File: config.mk
export PLATFORM = sky130hd
export DESIGN_NAME = triad_mac_tag_engine
export DESIGN_NICKNAME = d
export VERILOG_FILES = /design/src/rtl/tmte_pkg.sv /design/src/rtl/triad_mac_tag_engine.sv
export SDC_FILE = /design/constraint.sdc
export NUM_CORES = 1
export LEC_CHECK = 0
export ABC_AREA = 1
export BUFFER_PORTS_ARGS = -buffer_cell sky130_fd_sc_hd__buf_2
export CELL_PAD_IN_SITES_DETAIL_PLACEMENT = 2
export CELL_PAD_IN_SITES_GLOBAL_PLACEMENT = 2
export CORE_ASPECT_RATIO = 1.75
export CORE_MARGIN = 5
export CORE_UTILIZATION = 35
export CTS_CLUSTER_DIAMETER = 30
export DETAILED_ROUTE_END_ITERATION = 8
export MAX_ROUTING_LAYER = met4
export PLACE_DENSITY = 0.74
export SLEW_MARGIN = 5
export SYNTH_ARGS = -nofsm -noshare
export SYNTH_HDL_FRONTEND = slang
export SYNTH_SLANG_ARGS = --single-unit
File: constraint.sdc
create_clock -name clk -period 5.86 [get_ports clk]
set_input_delay 0.293 -clock clk [delete_from_list [all_inputs] [get_ports clk]]
set_output_delay 0.293 -clock clk [all_outputs]
set_load 0.01 [all_outputs]
File: src/rtl/tmte_pkg.sv
`timescale 1ns / 1ps

package tmte_pkg;

    // Number of mixing rounds after loading and before the tag rounds.
    localparam int INIT_ROUNDS = 1024;

    // Keystream rounds that form the tag.
    localparam int TAG_BITS = 64;

    // Round counter must reach the mixing length and the tag length.
    localparam int ROUND_W = (INIT_ROUNDS > 64) ? $clog2(INIT_ROUNDS) : 6;

    // Register lengths in bits.
    localparam int A_BITS = 80;
    localparam int B_BITS = 88;
    localparam int C_BITS = 88;

    // Item modes.
    localparam logic [1:0] MODE_START  = 2'd0;
    localparam logic [1:0] MODE_ABSORB = 2'd1;
    localparam logic [1:0] MODE_FINISH = 2'd2;

    // Constant bytes used when loading register A.
    localparam logic [7:0] LOAD_FE = 8'hFE;
    localparam logic [7:0] LOAD_FF = 8'hFF;

    // Configuration register indexes.
    localparam logic [1:0] CFG_KEY_LOW    = 2'd0;
    localparam logic [1:0] CFG_KEY_HIGH   = 2'd1;
    localparam logic [1:0] CFG_NONCE_LOW  = 2'd2;
    localparam logic [1:0] CFG_NONCE_HIGH = 2'd3;

    // Sequencer states.
    typedef enum logic [3:0] {
        ST_IDLE   = 4'b0001,
        ST_MIX    = 4'b0010,
        ST_ABSORB = 4'b0100,
        ST_TAG    = 4'b1000
    } state_t;

endpackage

File: src/rtl/triad_mac_tag_engine.sv
`timescale 1ns / 1ps

// TRIAD-MAC tag engine with one shared round unit.
// Input channel (in_valid, in_stall, mode, data_byte): one item is
// transferred when in_valid is high and in_stall is low. A start item
// loads the registers from the key and nonce and runs 1024 mixing rounds;
// an absorb item feeds data_byte as eight message bits, LSB first; a finish
// item runs 1024 mixing rounds and then 64 keystream rounds forming the tag.
// Mode 3 is taken and ignored.
// One round is done per cycle in the single round unit, but the last
// keystream round waits for a free output slot; in_stall is high until
// an item's rounds end. The tag appears on the output channel (out_valid,
// out_stall, tag) in the cycle after the last keystream round, in an
// output register: a new item may be transferred while the tag waits. If
// the receiver stalls while a later finish completes, the last keystream
// round waits until the slot is free. Configuration (cfg_write, cfg_index,
// cfg_data) is to be written only while idle; the engine does not enforce
// this. Reset clears key, nonce, all three shift registers and out_valid.
module triad_mac_tag_engine (
    input  logic        clk,
    input  logic        rst_n,
    input  logic        cfg_write,
    input  logic [1:0]  cfg_index,
    input  logic [63:0] cfg_data,
    input  logic        in_valid,
    output logic        in_stall,
    input  logic [1:0]  mode,
    input  logic [7:0]  data_byte,
    output logic        out_valid,
    input  logic        out_stall,
    output logic [63:0] tag
);
    import tmte_pkg::*;

    // Register bit p (counted from 1) is held at vector index p-1.
    logic [A_BITS-1:0]  a_reg;
    logic [B_BITS-1:0]  b_reg;
    logic [C_BITS-1:0]  c_reg;
    logic [A_BITS-1:0]  a_load;
    logic [B_BITS-1:0]  b_load;
    logic [C_BITS-1:0]  c_load;

    logic [63:0]        key_low_reg;
    logic [63:0]        key_high_reg;
    logic [63:0]        nonce_low_reg;
    logic [31:0]        nonce_high_reg;

    state_t             state_reg;
    state_t             state_next;
    logic [ROUND_W-1:0] cnt_reg;
    logic               fin_reg;
    logic [7:0]         data_reg;
    logic [TAG_BITS-1:0] acc_reg;
    logic [63:0]        tag_reg;
    logic               out_valid_reg;

    logic               in_xfer;
    logic               out_free;
    logic               step_en;
    logic               msg_bit;
    logic               last_mix;
    logic               last_tag;
    logic               t1;
    logic               t2;
    logic               t3;
    logic               z;
    logic               fb_a;
    logic               fb_b;
    logic               fb_c;

    // Byte of the key or nonce by index, byte n at bits 8n+7..8n.
    function automatic logic [7:0] key_byte(input logic [63:0] lo, input logic [63:0] hi,
                                            input int n);
        logic [63:0] w;
        w = (n < 8) ? lo : hi;
        return w[8*(n % 8) +: 8];
    endfunction

    function automatic logic [7:0] nonce_byte(input logic [63:0] lo, input logic [31:0] hi,
                                              input int n);
        logic [63:0] w;
        w = (n < 8) ? lo : {32'd0, hi};
        return w[8*(n % 8) +: 8];
    endfunction

    // Within a byte, bit 7 is the lowest register position.
    function automatic logic [7:0] rev8(input logic [7:0] v);
        logic [7:0] r;
        for (int i = 0; i < 8; i++)
        begin
            r[i] = v[7-i];
        end
        return r;
    endfunction

    // Load images of the three registers.
    always_comb
    begin
        a_load[0*8 +: 8] = rev8(nonce_byte(nonce_low_reg, nonce_high_reg, 0));
        a_load[1*8 +: 8] = rev8(key_byte(key_low_reg, key_high_reg, 4));
        a_load[2*8 +: 8] = rev8(LOAD_FF);
        a_load[3*8 +: 8] = rev8(key_byte(key_low_reg, key_high_reg, 3));
        a_load[4*8 +: 8] = rev8(LOAD_FF);
        a_load[5*8 +: 8] = rev8(key_byte(key_low_reg, key_high_reg, 2));
        a_load[6*8 +: 8] = rev8(LOAD_FF);
        a_load[7*8 +: 8] = rev8(key_byte(key_low_reg, key_high_reg, 1));
        a_load[8*8 +: 8] = rev8(LOAD_FE);
        a_load[9*8 +: 8] = rev8(key_byte(key_low_reg, key_high_reg, 0));
        for (int i = 0; i < 11; i++)
        begin
            b_load[8*i +: 8] = rev8(nonce_byte(nonce_low_reg, nonce_high_reg, 11 - i));
            c_load[8*i +: 8] = rev8(key_byte(key_low_reg, key_high_reg, 15 - i));
        end
    end

    // Configuration registers.
    always_ff @(posedge clk or negedge rst_n)
    begin
        if (!rst_n)
        begin
            key_low_reg    <= '0;
            key_high_reg   <= '0;
            nonce_low_reg  <= '0;
            nonce_high_reg <= '0;
        end
        else if (cfg_write)
        begin
            unique case (cfg_index)
                CFG_KEY_LOW:    key_low_reg    <= cfg_data;
                CFG_KEY_HIGH:   key_high_reg   <= cfg_data;
                CFG_NONCE_LOW:  nonce_low_reg  <= cfg_data;
                CFG_NONCE_HIGH: nonce_high_reg <= cfg_data[31:0];
                default:        key_low_reg    <= key_low_reg;
            endcase
        end
    end

    // Handshake status.
    assign in_stall = (state_reg != ST_IDLE);
    assign in_xfer  = in_valid && !in_stall;
    assign out_free = !out_valid_reg || !out_stall;
    assign last_mix = (cnt_reg == ROUND_W'(INIT_ROUNDS - 1));
    assign last_tag = (cnt_reg == ROUND_W'(TAG_BITS - 1));

    // Message bit for the current round.
    always_comb
    begin
        unique case (state_reg)
            ST_MIX:    msg_bit = (cnt_reg == '0);
            ST_ABSORB: msg_bit = data_reg[cnt_reg[2:0]];
            default:   msg_bit = 1'b0;
        endcase
    end

    // A round runs in every busy cycle, except that the final tag round
    // waits for a free output slot.
    always_comb
    begin
        unique case (state_reg) inside
            ST_MIX, ST_ABSORB: step_en = 1'b1;
            ST_TAG:            step_en = !last_tag || out_free;
            default:           step_en = 1'b0;
        endcase
    end

    // Shared round unit: keystream bit and the three feedback bits.
    always_comb
    begin
        t1   = a_reg[67] ^ a_reg[79] ^ (b_reg[84] & c_reg[84]);
        t2   = b_reg[63] ^ b_reg[87];
        t3   = c_reg[67] ^ c_reg[87];
        z    = t1 ^ t2 ^ t3;
        fb_b = t1 ^ (a_reg[72] & a_reg[78]) ^ b_reg[65] ^ msg_bit;
        fb_c = t2 ^ (b_reg[64] & b_reg[86]) ^ c_reg[83] ^ msg_bit;
        fb_a = t3 ^ (c_reg[76] & c_reg[86]) ^ a_reg[73] ^ msg_bit;
    end

    // Shift registers: load on a start transfer, shift on each round.
    always_ff @(posedge clk or negedge rst_n)
    begin
        if (!rst_n)
        begin
            a_reg <= '0;
            b_reg <= '0;
            c_reg <= '0;
        end
        else if (in_xfer && (mode == MODE_START))
        begin
            a_reg <= a_load;
            b_reg <= b_load;
            c_reg <= c_load;
        end
        else if (step_en)
        begin
            a_reg <= {a_reg[A_BITS-2:0], fb_a};
            b_reg <= {b_reg[B_BITS-2:0], fb_b};
            c_reg <= {c_reg[C_BITS-2:0], fb_c};
        end
    end

    // Sequencer next state.
    always_comb
    begin
        state_next = state_reg;
        unique case (state_reg)
            ST_IDLE:
            begin
                if (in_xfer)
                begin
                    if (mode == MODE_START || mode == MODE_FINISH)
                    begin
                        state_next = ST_MIX;
                    end
                    else if (mode == MODE_ABSORB)
                    begin
                        state_next = ST_ABSORB;
                    end
                end
            end
            ST_MIX:
            begin
                if (last_mix)
                begin
                    state_next = fin_reg ? ST_TAG : ST_IDLE;
                end
            end
            ST_ABSORB:
            begin
                if (cnt_reg[2:0] == 3'd7)
                begin
                    state_next = ST_IDLE;
                end
            end
            ST_TAG:
            begin
                if (last_tag && out_free)
                begin
                    state_next = ST_IDLE;
                end
            end
            default: state_next = ST_IDLE;
        endcase
    end

    // Sequencer registers and round counter.
    always_ff @(posedge clk or negedge rst_n)
    begin
        if (!rst_n)
        begin
            state_reg <= ST_IDLE;
            cnt_reg   <= '0;
            fin_reg   <= 1'b0;
        end
        else
        begin
            state_reg <= state_next;
            if (in_xfer)
            begin
                cnt_reg <= '0;
                fin_reg <= (mode == MODE_FINISH);
            end
            else if (state_next != state_reg)
            begin
                cnt_reg <= '0;
            end
            else if (step_en)
            begin
                cnt_reg <= cnt_reg + 1'b1;
            end
        end
    end

    // Data byte held for the absorb rounds.
    always_ff @(posedge clk)
    begin
        if (in_xfer)
        begin
            data_reg <= data_byte;
        end
    end

    // Keystream bits collect in the accumulator; the full tag moves to
    // the output register on the final round.
    always_ff @(posedge clk)
    begin
        if (state_reg == ST_TAG && step_en)
        begin
            acc_reg[cnt_reg[5:0]] <= z;
            if (last_tag)
            begin
                tag_reg <= {z, acc_reg[TAG_BITS-2:0]};
            end
        end
    end

    // Output valid flag.
    always_ff @(posedge clk or negedge rst_n)
    begin
        if (!rst_n)
        begin
            out_valid_reg <= 1'b0;
        end
        else if (state_reg == ST_TAG && last_tag && out_free)
        begin
            out_valid_reg <= 1'b1;
        end
        else if (!out_stall)
        begin
            out_valid_reg <= 1'b0;
        end
    end

    assign out_valid = out_valid_reg;
    assign tag       = tag_reg;

endmodule

# [After elaboration in Yosys (flattened, before gate mapping)]
# Index checks and enable logic that the tools add are counted.
[totals] regBits=632 elab_cells=103
[classes] n_addsub=1 magnitude_cmp=3 eq_ne=15 muxes=26 bitwise=19 reduce_logical=25
[op_table] cell="$mux 88" count=4
[op_table] cell="$mux 80" count=2
[op_table] cell="$bwmux 64" count=1
[op_table] cell="$mux 10" count=3
[op_table] cell="$mux 4" count=7
[op_table] cell="$pmux 4 s4" count=1
[op_table] cell="$xor 1x1->1" count=15
[op_table] cell="$add 10x1->10 const B" count=1
[op_table] cell="$eq 10x10->1 const B" count=1
[op_table] cell="$eq 10x6->1 const B" count=1
[op_table] cell="$logic_not 10->1" count=1
[op_table] cell="$reduce_and 2->1" count=5
[op_table] cell="$logic_and 1x1->1" count=7
[op_table] cell="$lt 6x7->1 const B" count=1
[op_table] cell="$demux 1 s6" count=1
[op_table] cell="$eq 2x2->1 const B" count=3
[op_table] cell="$ge 6x1->1 const B" count=1
[op_table] cell="$and 1x1->1" count=4
[op_table] cell="$eq 2x1->1 const B" count=2
[op_table] cell="$eq 4x1->1 const B" count=1
[op_table] cell="$eq 4x2->1 const B" count=1
[op_table] cell="$eq 4x3->1 const B" count=1
[op_table] cell="$eq 4x4->1 const B" count=1
[op_table] cell="$logic_not 1->1" count=4
[op_table] cell="other kinds (13)" count=20

# [Logic depth before layout (Yosys ltp)]
# Gate-level depths: netlist of the first run.
[depth] word_depth=8 ltp_mapped=13

# [Worst setup path after synthesis of the first run]
# No wires, ideal clock.
[synth_timing] path_kind="reg-to-reg" startpoint="register cnt_reg[4]" endpoint="register cnt_reg[0]" arrival_ns=4.282 required_time_ns=5.739 slack_ns=1.457 path_stages_with_launch=11 path_buffers=1 period_less_slack_ns=4.403 cell_sequence="dfrtp_1 > buf_2 > nand3_2 > nor2_1 > nand3_1 > nor2_1 > nor2_1 > nand3_1 > nand2_1 > nand3_2 > nor2_1"
[synth_between] elab_chain_len=7 elab_cells_between_ends=13 classes_between="eq/ne: 3; mux: 6; reduce/logical: 4"
[synth_rtl] element="start: declaration" line="triad_mac_tag_engine.sv:50" rtl="logic [ROUND_W-1:0] cnt_reg;"
[synth_rtl] element="start signal: assignment" line="triad_mac_tag_engine.sv:268" rtl="cnt_reg <= cnt_reg + 1'b1;"
[synth_rtl] element="$eq 10x6->1" line="triad_mac_tag_engine.sv:143" rtl="assign last_tag = (cnt_reg == ROUND_W'(TAG_BITS - 1));"
[synth_rtl] element="$logic_and 1x1->1" line="triad_mac_tag_engine.sv:236" rtl="if (last_tag && out_free)"
[synth_rtl] element="$mux 4" line="triad_mac_tag_engine.sv:236"
[synth_rtl] element="$pmux 4 s4" line="triad_mac_tag_engine.sv:205" rtl="unique case (state_reg)"
[synth_rtl] element="$ne 4x4->1" line="triad_mac_tag_engine.sv:262" rtl="else if (state_next != state_reg)"
[synth_rtl] element="$mux 10" line="triad_mac_tag_engine.sv:262"
[synth_rtl] element="$mux 10" line="triad_mac_tag_engine.sv:257" rtl="if (in_xfer)"
# Several ways; a longest one is shown, not always the timed one.
# A chain may end at the register's enable or synchronous reset.

# [Worst setup path in the final report of the first run]
[layout_timing] startpoint="register cnt_reg[0]" endpoint="register a_reg[19]"
[layout_between] elab_chain_len=5
[layout_rtl] element="$eq 10x6->1" line="triad_mac_tag_engine.sv:143"
[layout_rtl] element="$logic_not 1->1" line="triad_mac_tag_engine.sv:161" rtl="ST_TAG: step_en = !last_tag || out_free;"
[layout_rtl] element="$logic_or 1x1->1" line="triad_mac_tag_engine.sv:161"
[layout_rtl] element="$pmux 1 s2" line="triad_mac_tag_engine.sv:159" rtl="unique case (state_reg) inside"
[layout_rtl] element="$reduce_bool 2->1 (no line)"
[layout_rtl] element="end signal: assignment" line="triad_mac_tag_engine.sv:189" rtl="a_reg <= a_load;"
[layout_rtl] element="end signal: assignment" line="triad_mac_tag_engine.sv:195" rtl="a_reg <= {a_reg[A_BITS-2:0], fb_a};"
[layout_rtl] element="end: declaration" line="triad_mac_tag_engine.sv:36" rtl="logic [A_BITS-1:0] a_reg;"
# No other way between the ends.

==> flow_summary.ini, run 1 <==
[cts]
cts_max_level = 3
clkLatencyLatePin_ns = 0.67
path_clk_slew_ns = 0.05
post_cts_buffers = 0
cts_root_buf = clkbuf_16
clkSinkCount = 631
numCtsBuffers = 102
clock_path_buffers = 3
cts_tree = built

[power]
sw_frac_of_total_pct = 32.2
power_frac_clock_pct = 38.9
seqPwrFrac_pct = 39.4
power.switching_mw = 5.11
ir_drop_uv = 384
internal-power_mw = 10.8
p_leak_nw = 13.6
combPwrFrac_pct = 21.6
power_density_nw_per_um2 = 506

[detailed_routing]
drtAntennaViolNets = 0
firstDrtPassIters = 4
routed_wl_mm = 72.9
vias = 17800
drt-wirelength-per-cell_um = 20.6
viasPerCell = 5.05
drc = 0
drt_iter0_drc = 885

[worst_setup_path]
required_ns = 6.33
cp.arrival_ns = 4.45
rr_worst_depth = 10
crit_type = flip-flop to flip-flop
r2r_end = a_reg[19]
cp-startpoint = cnt_reg[0]
reg2reg_slack_ns = 1.88
path_max_fanout = 92
startpoint_type = flip-flop
worst_setup_path_end_kind = flip-flop
r2r-start = cnt_reg[0]

[placed_design]
placed_cells = 3275
dp_hpwl_mm = 44.8
io_buffers = 146
gp_congestion = 0.826

[cells_and_area]
n_fill_cell = 7362
fin_cells = 3535
layout_commonest_cell = nand2_1
drive_gt1_share_pct = 20.2
final_cell_mix = 509 x nand2_1, 495 x dfrtp_1, 344 x inv_1
area_growth_pct = 21.9
nets = 2599

[timing]
final_hold_viol_count = 0
finalCritPeriodShare_pct = 67.8
drv_slew = 0
worst_pin_slew_ns = 1.06
maxSlewHeadroom_pct = 29.3
setup_tns_ns = 0
skew_ns = 0.0227
rsz0062_at_grt = no
finalSetupViolCount = 0
layout_min_cycle_time_ns = 3.98
fmax_ghz = 0.252

[global_route]
first_global_vias = 21200
gr-usage-all-layers_pct = 19.1
grt_overflow = 0
grt_max_degree = 173
grt_pass1_wl_mm = 119
antenna_found_initial = 0

[floorplanning]
start_util_pct = 35.3
die_w_um = 215
ios = 147
design.die.area_um2 = 79300
std_cell_rows = 131
die_h_um = 369
core_area_um2 = 72900

[status]
status = finished, final reports clean

[synthesis]
synth_seq_area_share_pct = 63.9
synth_area_um2 = 25800
avgSynthCellArea_um2 = 11.1
yosysUniqueCellTypes = 38
ys_seq_elements = 631
yosysWarnings = 0
syn_inst = 2314
syn_nets = 2398

[hold_path]
worstHoldEndpoint = key_high_reg[6]
worstHoldPathCells = 3
min-delay-start = cfg_data[6]
hp-class = input port to flip-flop

[run]
cap_violations = 0
==> final cells by class <==
class	instances	area [µm²]	share of cell area, %
flip-flops and latches	631	16500	52.5
multi-input cells	1195	7280	23.2
clock buffers	114	2710	8.64
repair buffers	230	1580	5.02
inverters	355	1340	4.25
well taps	931	1160	3.71
clock inverters	78	845	2.69
diodes	1	2.50	0.00797
==> worst max-delay path by stage <==
stage                             to  depth (start not counted)
after floorplan           cnt_reg[0]                         10
after global placement      a_reg[0]                         11
after detailed placement   a_reg[19]                         10
after CTS                  a_reg[19]                         10
after global routing       c_reg[87]                         11
final                      a_reg[19]                         10
==> through the flow <==
stage	worst slack, ns	utilization (%)	power, mW	area (µm²)	hold slack, ns
floorplan	1.46	-	8.70	25800	-0.00259
global placement	2.12	37.2	9.43	27200	0.400
detailed placement	1.90	37.2	9.74	27200	0.405
global route	1.61	43.0	16.8	31400	0.0332
CTS	1.87	43.0	16.1	31400	0.0000795
finish	1.88	43.0	15.9	31400	0.0505
==> logic make-up after synthesis <==
kind of cell | synth area share, %
xor+xnor | 0.510
simple gates | 10.4
buf+inv | 8.09
flops | 63.9
fa+ha+maj | 0.146
compound gates | 16.9
==> cell usage after synthesis <==
cell type	count	area share [%]
a21boi_0	1	0.029
a21oi_1	12	0.23
a22oi_1	27	0.79
a22oi_2	1	0.049
buf_1	2	0.029
buf_2	49	0.95
buf_4	6	0.17
buf_6	22	0.96
clkbuf_1	54	0.79
clkinv_1	1	0.015
dfrtp_1	495	48
dfstp_2	1	0.10
edfxtp_1	135	16
ha_1	3	0.15
inv_1	344	5.0
inv_2	9	0.13
inv_4	1	0.024
nand2_1	511	7.4
nand2_2	2	0.049
nand2_4	3	0.13
nand3_1	27	0.52
nand3_2	2	0.078
nand3b_1	1	0.029
nand4_1	17	0.41
nor2_1	106	1.5
nor2_2	1	0.024
nor2_4	1	0.044
nor2_8	1	0.078
nor3_1	1	0.019
nor3b_1	1	0.029
o211ai_1	5	0.15
o21ai_0	237	4.6
o221ai_1	61	2.1
o221ai_2	150	8.7
o22ai_1	8	0.19
o31ai_1	1	0.029
xnor2_1	3	0.10
xor2_1	12	0.41
==> critical path, stage by stage (launching register included) <==
cell and delay, ns:
dfrtp_1 0.57, ha_1 0.26, nand2_1 0.15, inv_1 0.10, nand2_1 0.06, nor2_1 0.15, nand3b_1 0.23, nand2_8 0.67
nand2_8 0.61, inv_2 0.75, a22oi_1 0.17
==> layer usage <==
layer	GRT usage (%)	share of wire (%)	vias up
li1	-	-	8174
met4	7.30	3.6	0
met3	3.28	3.2	148
met2	34.9	55	320
met1	20.7	38	9206
met5	-	0	-
==> power by group through the flow <==
stage / Clock (mW) / Sequential [mW] / Combinational [mW]
detailed placement: 0 / 6.33 / 3.41
CTS: 6.33 / 6.28 / 3.51
global placement: 0 / 6.27 / 3.16
floorplan: 0 / 6.14 / 2.56
finish: 6.19 / 6.26 / 3.44
global route: 6.56 / 6.37 / 3.83
==> repair_timing <==
action	CTS	global route
hold buffers	67	0
gates resized for setup	0	0
hold endpoints to repair	275	0
(Power assumes the default switching activity.)
==> run 2, diff against run 1 <==
==> constraint.sdc (replaced) <==
create_clock -name clk -period 3.82 [get_ports clk]
set_input_delay 0.191 -clock clk [delete_from_list [all_inputs] [get_ports clk]]
set_output_delay 0.191 -clock clk [all_outputs]
set_load 0.01 [all_outputs]
==> run 2 against run 1 <==
  * First-iteration DRC count fell by 2.4%
  * Wire length rose by 2.2%
  * Flip-flop and latch count did not move
  * Core utilization rose by 0.51 points
  * Sequential power rose by 54%
  * Cell count rose by 0.88%
  * Combinational power rose by 58%
  * Largest power group is now the clock network
  * Highest routed layer unchanged
==> flow_summary.ini, run 2 (synthesis gave the netlist of run 1 again) <==
[timing]
worst_pin_slew_ns = 1.01
maxSlewHeadroom_pct = 32.4
finalSetupViolCount = 0
rsz0062_at_grt = no
final_hold_viol_count = 0
setup_tns_ns = 0
finalCritPeriodShare_pct = 77.4
drv_slew = 0
layout_min_cycle_time_ns = 2.96
fmax_ghz = 0.338
skew_ns = 0.0255

[cells_and_area]
final_area_um2 = 31800
nets = 2623
drive_gt1_share_pct = 20.5
utilization_pct = 43.5
layout_commonest_cell = nand2_1
final_cell_mix = 509 x nand2_1, 495 x dfrtp_1, 344 x inv_1
area_growth_pct = 23.3

[cts]
numCtsBuffers = 108
path_clk_slew_ns = 0.06
clkSinkCount = 631
clkLatencyLatePin_ns = 0.67
cts_resized = 0
clock_path_buffers = 3
cts_max_level = 3
cts_root_buf = clkbuf_16
cts_tree = built

[floorplanning]
die_h_um = 369
core_area_um2 = 72900
ios = 147
start_util_pct = 35.3
std_cell_rows = 131
design.die.area_um2 = 79300
die_w_um = 215

[run]
cap_violations = 0

[worst_setup_path]
worst_setup_path_end_kind = flip-flop
cp.arrival_ns = 3.30
crit_type = flip-flop to flip-flop
required_ns = 4.16
startpoint_type = flip-flop
path_max_fanout = 10

[detailed_routing]
drt-wirelength-per-cell_um = 20.9
drc = 0
drt_iter0_drc = 864
viasPerCell = 5.07
firstDrtPassIters = 4
routed_wl_mm = 74.5
vias = 18100
drtAntennaViolNets = 0

[placed_design]
io_buffers = 146
dp_hpwl_mm = 45.2
gp_congestion = 0.797
post_dp_cell_area_um2 = 27300

[global_route]
first_global_vias = 21500
grt_pass1_wl_mm = 121
antenna_found_initial = 1
grt_max_degree = 151
gr-usage-all-layers_pct = 19.4
grt_overflow = 0

[power]
total_power_mw = 24.7
p_leak_nw = 13.8
power_density_nw_per_um2 = 779
ir_drop_uv = 546

[hold_path]
hp-class = input port to async pin

[status]
status = finished, final reports clean
==> run 2: cell count changes in the layout (fill, tap and decap cells not counted), sizes merged, moves of 7 or more <==
| cell | before | now |
|---|---|---|
| dlygate4sd3 | 67 | 78 |
| clkinv | 23 | 34 |
| buf | 163 | 170 |
| clkbuf | 114 | 132 |
| inv | 384 | 372 |
==> run 2: metrics by stage <==
step                cells  worst slack, ns  hold slack [ns]
floorplan            2314            0.523           -0.105
global placement     3282             1.11            0.314
detailed placement   3282            0.904            0.322
CTS                  3565            0.866            0.192
global route         3566            0.771            0.231
finish               3566            0.863            0.188
==> run 2: metal layers <==
metal,track usage (%),vias to the layer above,part of all wire [%]
met5,-,-,0
met4,7.03,0,3.3
met3,3.09,159,3.0
met2,36.7,341,56
met1,20.4,9345,38
li1,-,8238,-
==> run 2: report_power, final <==
part | internal [mW] | leakage, nW | switching, mW
Clock | 6.05 | 1.77 | 3.65
Combinational | 1.77 | 4.60 | 3.66
Sequential | 8.96 | 7.39 | 0.655
Total | 16.8 | 13.8 | 7.96
==> run 2: critical path, cell delays in order, from the launching register on <==
cell and delay [ns]:
dfrtp_1 0.51, ha_1 0.29, nand2_1 0.13, inv_1 0.05, nand2_1 0.07, nor2_1 0.05
nand3b_1 0.22, nand2_1 0.08, inv_1 0.23, nand4_1 0.56, nor2_1 0.43
==> run 2: area by class of cell <==
cell class | count | area (µm²)
antenna | 1 | 2.50
clock buffer | 132 | 2950
clock inverter | 73 | 741
fill | 7291 | 41200
inverter | 355 | 1340
multi-input combinational | 1195 | 7280
sequential | 631 | 16500
tap | 931 | 1160
timing repair buffer | 248 | 1810
==> run 2: worst paths after layout <==
check,from,endpoint,slack (ns),cells past startpoint
min in group clk,cfg_index[1],nonce_low_reg[46],0.26,3
worst max-delay path,cnt_reg[0],acc_reg[11],0.86,10
worst min register to register,acc_reg[36],tag[36],0.41,0
worst max register to register,cnt_reg[0],acc_reg[11],0.86,10
max in group asynchronous,rst_n,nonce_high_reg[15],2.54,3
worst min-delay path,rst_n,nonce_high_reg[30],0.19,2
==> run 2: timing repair <==
item | 4_1_cts | 5_1_grt
hold endpoints to repair | 334 | 0
setup buffers | 0 | 0
hold buffers | 78 | 0
==> run 3, diff against run 2 <==
--- a/config.mk
+++ b/config.mk
@@ -5,7 +5,7 @@
 export SDC_FILE = /design/constraint.sdc
 export NUM_CORES = 1
 export LEC_CHECK = 0
-export ABC_AREA = 1
+export ABC_AREA = 0
 export BUFFER_PORTS_ARGS = -buffer_cell sky130_fd_sc_hd__buf_2
 export CELL_PAD_IN_SITES_DETAIL_PLACEMENT = 2
 export CELL_PAD_IN_SITES_GLOBAL_PLACEMENT = 2
@@ -15,7 +15,7 @@
 export CTS_CLUSTER_DIAMETER = 30
 export DETAILED_ROUTE_END_ITERATION = 8
 export MAX_ROUTING_LAYER = met4
-export PLACE_DENSITY = 0.74
+export PLACE_DENSITY = 0.75
 export SLEW_MARGIN = 5
 export SYNTH_ARGS = -nofsm -noshare
 export SYNTH_HDL_FRONTEND = slang
==> constraint.sdc (replaced) <==
create_clock -name clk -period 2.6 [get_ports clk]
set_input_delay 0.13 -clock clk [delete_from_list [all_inputs] [get_ports clk]]
set_output_delay 0.13 -clock clk [all_outputs]
set_load 0.01 [all_outputs]
==> run 3 against run 2 <==
  * Global-route usage is 0.80 points higher
  * Core utilization up 1.2 points
  * Sequential share of layout area up 0.99 points
  * Register-to-register slack worse by 0.77 ns
  * First-iteration DRC count decreased by 5.7%
  * Cell area is 1.9% lower
  * Setup slack got worse by 0.77 ns
  * Critical path type unchanged
  * Critical endpoint is now acc_reg[28]
  * Largest power group is now sequential cells
  * Highest routed layer unchanged
==> flow_summary.ini, run 3 <==
[status]
status = finished, final reports clean

[placed_design]
gp_congestion = 0.770
placed_cells = 2953
post_dp_cell_area_um2 = 26800
io_buffers = 146
dp_hpwl_mm = 44.9

[timing]
drv_slew = 0
final_hold_viol_count = 0
finalSetupViolCount = 0
worst_pin_slew_ns = 0.746
fmax_ghz = 0.400
layout_min_cycle_time_ns = 2.50
rsz0062_at_grt = yes
maxSlewHeadroom_pct = 50.3
finalCritPeriodShare_pct = 96.3
skew_ns = 0.0295

[global_route]
busiest_layer = met2
grt_overflow = 0
first_global_vias = 19700
grt_max_degree = 78
met3_usage_pct = 3.02
use_met2_pct = 37.3
grt_pass1_wl_mm = 117
gr-usage-met1_pct = 21.9
gr-usage-all-layers_pct = 20.2
antenna_found_initial = 6

[cts]
path_clk_slew_ns = 0.06
clkSinkCount = 631
cts_tree = built
cts_max_level = 3
clock_path_buffers = 3
cts_root_buf = clkbuf_16
numCtsBuffers = 98
clkLatencyLatePin_ns = 0.67

[cells_and_area]
layout_commonest_cell = nand2_1
utilization_pct = 44.7
nets = 2307
final_cell_mix = 522 x nand2_1, 495 x dfrtp_1, 227 x mux2_2
final_area_um2 = 31200
fin_cells = 3223
area_growth_pct = 26.7
drive_gt1_share_pct = 27.8

[worst_setup_path]
startpoint_type = flip-flop
worst_setup_path_end_kind = flip-flop
required_ns = 2.95
cp.arrival_ns = 2.86
path_max_fanout = 8
crit_type = flip-flop to flip-flop

[power]
combPwrFrac_pct = 19.6
internal-power_mw = 24.8
power_density_nw_per_um2 = 1160
sw_frac_of_total_pct = 31.3
ir_drop_uv = 1420
p_leak_nw = 13.8
power.switching_mw = 11.3
seqPwrFrac_pct = 41.5
power_frac_clock_pct = 38.8
total_power_mw = 36.1

[detailed_routing]
vias = 16700
drc = 0
drt-wirelength-per-cell_um = 23.1
firstDrtPassIters = 5
drt_iter0_drc = 815
routed_wl_mm = 74.6
viasPerCell = 5.17
drtAntennaViolNets = 0

[synthesis]
ys_seq_elements = 631
synth_seq_area_share_pct = 67.0
synth_common_cells = 523 x nand2_1, 495 x dfrtp_1, 227 x mux2_2
synth.top_cell.area_share_pct = 50.4
syn_inst = 1951
synth_area_um2 = 24600
synthArstFlopShare_pct = 78.6
synth_edf_count = 135
syn_nets = 2035
synth-main-ff-cell = dfrtp_1
yosysUniqueCellTypes = 52
yosys.area.top_type = dfrtp_1
ys_top_cells_by_area = dfrtp_1 50%, edfxtp_1 16%, mux2_2 10%, nand2_1 8.0%, a22oi_1 6.7%
yosysWarnings = 0
avgSynthCellArea_um2 = 12.6
yosysMostFrequentCell = nand2_1

[floorplanning]
die_h_um = 361
ios = 147
std_cell_rows = 128
core_area_um2 = 69700
start_util_pct = 35.3
design.die.area_um2 = 75900
die_w_um = 210

[hold_path]
hp-class = input port to async pin

[run]
cap_violations = 0
[run 3: changes by cell type in the layout (fill, tap and decap cells not counted), sizes merged, moves of 17 or more]
cell / change
a22oi: +191
buf: +46
clkbuf: -17
inv: -345
mux2: +227
nand3: -19
nor2: -21
o21ai: -199
o221ai: -211
[run 3: final timing paths]
kind,startpoint,end,slack [ns],depth (start not counted)
worst max-delay path,state_reg[3],acc_reg[28],0.1,6
worst min register to register,acc_reg[29],tag[29],0.42,0
worst min-delay path,rst_n,nonce_high_reg[26],0.05,2
worst max register to register,state_reg[3],acc_reg[28],0.1,6
max in group asynchronous,rst_n,c_reg[63],1.53,3
min in group clk,data_byte[5],data_reg[5],0.16,2
[run 3: cell families after synthesis]
group / after synthesis / synth area share (%)
buf+inv: 129 / 2.58
fa+ha+maj: 3 / 0.153
compound gates: 280 / 8.21
flops: 631 / 67.0
simple gates: 657 / 10.8
xor+xnor: 23 / 0.819
mux: 228 / 10.4
[run 3: power by group through the flow]
stage          clock network, mW  logic, mW  registers, mW
6_report                    14.0       7.09           15.0
5_1_grt                     14.8       7.88           15.2
4_1_cts                     14.3       7.17           15.0
3_5_place_dp                   0       6.83           15.0
3_3_place_gp                   0       6.27           14.8
2_1_floorplan                  0       4.39           14.4
[run 3: what timing repair did]
action	4_1_cts	5_1_grt
setup buffers	0	0
endpoints found under the setup margin	7	40
cloned	0	1
hold buffers	79	0
pin swaps	0	1
resized for setup	1	5
hold endpoints to repair	381	0
[run 3: worst max-delay path, stage by stage, from the launching register on]
cell	delay [ns]
dfrtp_1	0.46
buf_4	0.19
nor4b_1	0.39
o21ai_1	0.17
nor2_1	0.37
nand3_2	0.30
nor2_1	0.30
[run 3: metal layers]
metal	routed length, µm	vias up
met1	27900	8819
met3	2460	125
met4	2160	0
met5	0	-
met2	42100	341
li1	-	7389
[run 3: through the flow]
step / hold WS, ns / worst slack (ns) / TNS [ns]
detailed placement: 0.190 / 0.0424 / 0
floorplan: -0.166 / -0.842 / -49.28
CTS: 0.0637 / 0.0459 / 0
finish: 0.0537 / 0.0973 / 0
global placement: 0.192 / 0.275 / 0
global route: 0.0996 / -0.0468 / -0.0630
[run 3: layout make-up]
type	count	area, µm²
Sequential cell	631	16500
Inverter	5	18.8
Clock buffer	114	2660
Multi-Input combinational cell	1191	7560
Clock inverter	70	881
Timing Repair Buffer	296	2430
Tap cell	910	1140
Antenna cell	6	15.0
Fill cell	6798	38500
